**src/design/tsa_pkg.sv**
```systemverilog
// Package for the tile slot allocator: request/result item types, opcodes,
// controller states, and the controller/datapath command and status types.
// No dependencies.
package tsa_pkg;

	localparam int SIDE_LOG2_DEF     = 5;
	localparam int TILE_CAPACITY_DEF = 1024;

	typedef enum logic [2:0] {
		OP_ALLOC = 3'd0,
		OP_FREE  = 3'd1,
		OP_TOUCH = 3'd2,
		OP_PEEK  = 3'd3,
		OP_EVICT = 3'd4,
		OP_SETC  = 3'd5
	} op_t;

	typedef struct packed {
		logic [2:0]  opcode;
		logic        location_valid;
		logic [4:0]  atlas_x;
		logic [4:0]  atlas_y;
		logic [7:0]  pool_index;
		logic [31:0] virtual_coord;
	} in_item_t;

	typedef struct packed {
		logic        ok;
		logic [4:0]  out_atlas_x;
		logic [4:0]  out_atlas_y;
		logic [7:0]  out_pool_index;
		logic [31:0] evicted_coord;
	} out_item_t;

	typedef enum logic [2:0] {
		ST_CLEAR,
		ST_IDLE,
		ST_EXEC,
		ST_PF1,
		ST_PF2,
		ST_DONE
	} state_t;

	typedef enum logic [2:0] {
		CMD_NONE,
		CMD_CLEAR,
		CMD_ACCEPT,
		CMD_EXEC,
		CMD_PF1,
		CMD_PF2,
		CMD_DONE
	} cmd_t;

	typedef struct packed {
		logic clr_last;
		logic need_pf;
		logic out_free;
	} stat_t;

endpackage

```
**src/design/tsa_ctrl.sv**
```systemverilog
// Controller for the tile slot allocator: sequences the clearing pass and
// the steps of each request. Depends on tsa_pkg.
module tsa_ctrl (
	input  logic          clk,
	input  logic          arst_n,
	input  logic          in_valid,
	input  tsa_pkg::stat_t stat,
	output tsa_pkg::cmd_t  cmd,
	output logic          in_stall
);
	import tsa_pkg::*;

	state_t state_q, state_d;

	// State register
	always_ff @(posedge clk or negedge arst_n) begin
		if (!arst_n) begin
			state_q <= ST_CLEAR;
		end else begin
			state_q <= state_d;
		end
	end

	// Next state and commands
	always_comb begin
		state_d  = state_q;
		cmd      = CMD_NONE;
		in_stall = 1'b1;
		case (state_q)
			ST_CLEAR: begin
				cmd = CMD_CLEAR;
				if (stat.clr_last) state_d = ST_IDLE;
			end
			ST_IDLE: begin
				in_stall = 1'b0;
				if (in_valid) begin
					cmd     = CMD_ACCEPT;
					state_d = ST_EXEC;
				end
			end
			ST_EXEC: begin
				cmd     = CMD_EXEC;
				state_d = stat.need_pf ? ST_PF1 : ST_DONE;
			end
			ST_PF1: begin
				cmd     = CMD_PF1;
				state_d = ST_PF2;
			end
			ST_PF2: begin
				cmd     = CMD_PF2;
				state_d = ST_DONE;
			end
			ST_DONE: begin
				if (stat.out_free) begin
					cmd     = CMD_DONE;
					state_d = ST_IDLE;
				end
			end
			default: begin
				state_d = ST_IDLE;
			end
		endcase
	end

endmodule

```
**config.mk**
```make
export PLATFORM = sky130hd
export DESIGN_NAME = tsa_ctrl
export DESIGN_NICKNAME = d
export VERILOG_FILES = /design/src/design/tsa_pkg.sv /design/src/design/tsa_ctrl.sv
export SDC_FILE = /design/constraint.sdc
export NUM_CORES = 1
export LEC_CHECK = 0
export ABC_AREA = 1
export BUFFER_PORTS_ARGS = -buffer_cell sky130_fd_sc_hd__buf_2
export CAP_MARGIN = 20
export CORE_AREA = 2 2 39 41
export CTS_CLUSTER_SIZE = 24
export DETAILED_ROUTE_END_ITERATION = 8
export DIE_AREA = 0 0 41 43
export GPL_TIMING_DRIVEN = 0
export SYNTH_ARGS = -nofsm -noshare
export SYNTH_HDL_FRONTEND = slang
export SYNTH_SLANG_ARGS = --single-unit
```
**constraint.sdc**
```tcl
create_clock -name clk -period 1.9 [get_ports clk]
set_clock_uncertainty 0.1 [all_clocks]
set_input_delay 0.19 -clock clk [delete_from_list [all_inputs] [get_ports clk]]
set_output_delay 0.19 -clock clk [all_outputs]
set_load 0.01 [all_outputs]
```
==> impl_metrics.tcl <==
set metrics [dict create \
    max_clock_freq_mhz 658 \
    clock_path_buffers 2 \
    slew_viol_final 0 \
    rsz0062_at_grt "false" \
    antenna_left 0 \
    numClockSinks 3 \
    final_layout_size_suffix_gt1_frac 0.423 \
    clock_latency_ps 230 \
    dr_total_vias 275 \
    dp_hpwl_um 456 \
    cts_root_buffer "clkbuf_4" \
    min_period_over_period 0.800 \
    tritoncts "done" \
    dr.pass1.iters 5 \
    biggestRegsByFlops "state_q x3" \
    synth_area_um2 255 \
    syn_inst 38 \
    power_frac_clock 0.195 \
    hold_depth 4 \
    crit_fanout 6 \
    regMostFlops "state_q" \
    dp_slack_ps 614 \
    ff2ff_path_depth 5 \
    crit_arrival_ps 1230 \
    final-setup-viol-count 0 \
    top_level_ports 10 \
    io_buffer_count 9 \
    p_sw_frac 0.458 \
    synth_seq_cells 3 \
    synth_nets 44 \
    cts.htree.levels 1 \
    post_drt_wl_per_cell_um 8.44 \
    grt_pass1_vias 270 \
    ir_drop_v 0.000328 \
    required_ps 1610 \
    clk_pin_slew_ps 40 \
    antenna_cells 0 \
    yosys.area.top_type "dfrtp_1" \
    hold_class "in2reg" \
    grt_max_degree 9 \
    maxSlewHeadroom 0.848 \
    p_int_uw 308 \
    p_switching_uw 261 \
    powerDensity_nw_per_um2 1590 \
    dieArea_um2 1760 \
    crit_type "reg2out" \
    antenna_found_initial 0 \
    initial_core_util 0.184 \
    seqPwrFrac 0.232 \
    largest_reg_flops 3 \
    area_growth_pct 39.7 \
    seq_area_frac_synth 0.294 \
    overflow 0 \
    wirelength_um 574 \
    cap_violations 0 \
    placed_area_um2 320 \
    layout_setup_ws_ps 379 \
    viasPerCell 4.04 \
    synth.distinct_cells 16 \
    fin_setup_tns_ps 0 \
    die_y_um 43 \
    drt_iter0_drc 7 \
    row_count 14 \
    post-route-drc-count 0 \
    gr-usage-all-layers 0.0725 \
    grt_pass1_wl_um 931 \
    end_kind "output pin" \
    final_area_um2 357 \
    syn_avg_cell_area_um2 6.72 \
    synthTopCellsByArea "dfrtp_1, nor2_1, nand3_2" \
    core_um2 1380 \
    tightest_slew_ps 228 \
    synth_top_area_frac 0.294 \
    gp_congestion 0.725 \
    finalNetCount 59 \
    numCtsBuffers 3 \
    ys.warnings.count 0 \
    cp-start-kind "flop" \
    min_period_ps 1520 \
    p_leak_nw 0.199 \
    p_comb_frac 0.573 \
    finalHoldViolCount 0 \
    status "finished, final reports clean" \
    dieWidth_um 41 \
]
==> kinds of logic after synthesis <==
| family | Yosys count | synth area share |
|---|---|---|
| DFF | 3 | 0.294 |
| and+or+nand+nor | 23 | 0.475 |
| buffers and inverters | 9 | 0.162 |
| AOI/OAI and AO/OA | 3 | 0.0686 |
==> cell usage after synthesis, drive strengths merged <==
cell,count
buf,1
o211ai,1
nor3,1
clkinv,1
o21ai,1
nand2,6
inv,7
nor2,9
dfrtp,3
nand3,5
a21oi,1
nand4,2
==> through the flow <==
step | total power [mW] | utilization | instances | hold WS [ps]
global route | 0.617 | 0.258 | 68 | 203
CTS | 0.577 | 0.258 | 68 | 174
global placement | 0.460 | 0.231 | 63 | -115
detailed placement | 0.461 | 0.231 | 63 | -114
finish | 0.569 | 0.258 | 68 | 171
floorplan | 0.365 | - | 38 | -206
==> routing by layer <==
layer,GRT usage,vias up,wire length [um]
met1,0.0942,122,243
met2,0.116,6,303
met4,0.0400,0,0
met5,0,-,0
li1,-,147,-
met3,0,0,27
==> area by class of cell <==
class | count | area, um2
Buffer | 1 | 11.3
Fill cell | 165 | 1030
Tap cell | 16 | 20.0
Timing Repair Buffer | 10 | 55.1
Clock buffer | 4 | 26.3
Sequential cell | 3 | 75.1
Multi-Input combinational cell | 26 | 139
Inverter | 8 | 30.0
==> final timing paths <==
kind / endpoint / slack (ps) / start
worst max-delay path: cmd[1] / 380 / state_q[2]
worst min-delay path: state_q[0] / 170 / in_valid
worst max register to register: state_q[1] / 830 / state_q[2]
worst min register to register: state_q[2] / 560 / state_q[1]
max in group asynchronous: state_q[1] / 1400 / arst_n
min in group asynchronous: state_q[2] / 190 / arst_n
==> placed cells by master (no fill, tap or decap), drive strengths merged <==
master / n
dfrtp: 3
dlygate4sd3: 1
inv: 7
nand4: 2
o21ai: 1
nor3: 1
a21oi: 1
nor2: 9
clkbuf: 4
o211ai: 1
nand2: 6
clkinv: 1
buf: 10
nand3: 5
==> repair_timing <==
action / CTS / global route
gates resized for setup: 0 / 0
setup buffers: 0 / 0
endpoints found under the hold margin: 3 / 0
hold buffers: 1 / 0
==> critical path, cell delays in order, from the launching register on <==
cell	delay [ps]
dfrtp_1	450
nand2_2	90
nor2_2	120
nand2_1	100
o211ai_1	80
buf_2	150
==> power by group through the flow <==
stage / Clock, mW / Combinational, mW / Sequential, mW
after global routing: 0.115 / 0.366 / 0.137
after CTS: 0.112 / 0.333 / 0.132
after floorplan: 0 / 0.239 / 0.127
after detailed placement: 0 / 0.329 / 0.132
final: 0.111 / 0.326 / 0.132
after global placement: 0 / 0.327 / 0.133
Power figures use the tool's default switching activity.
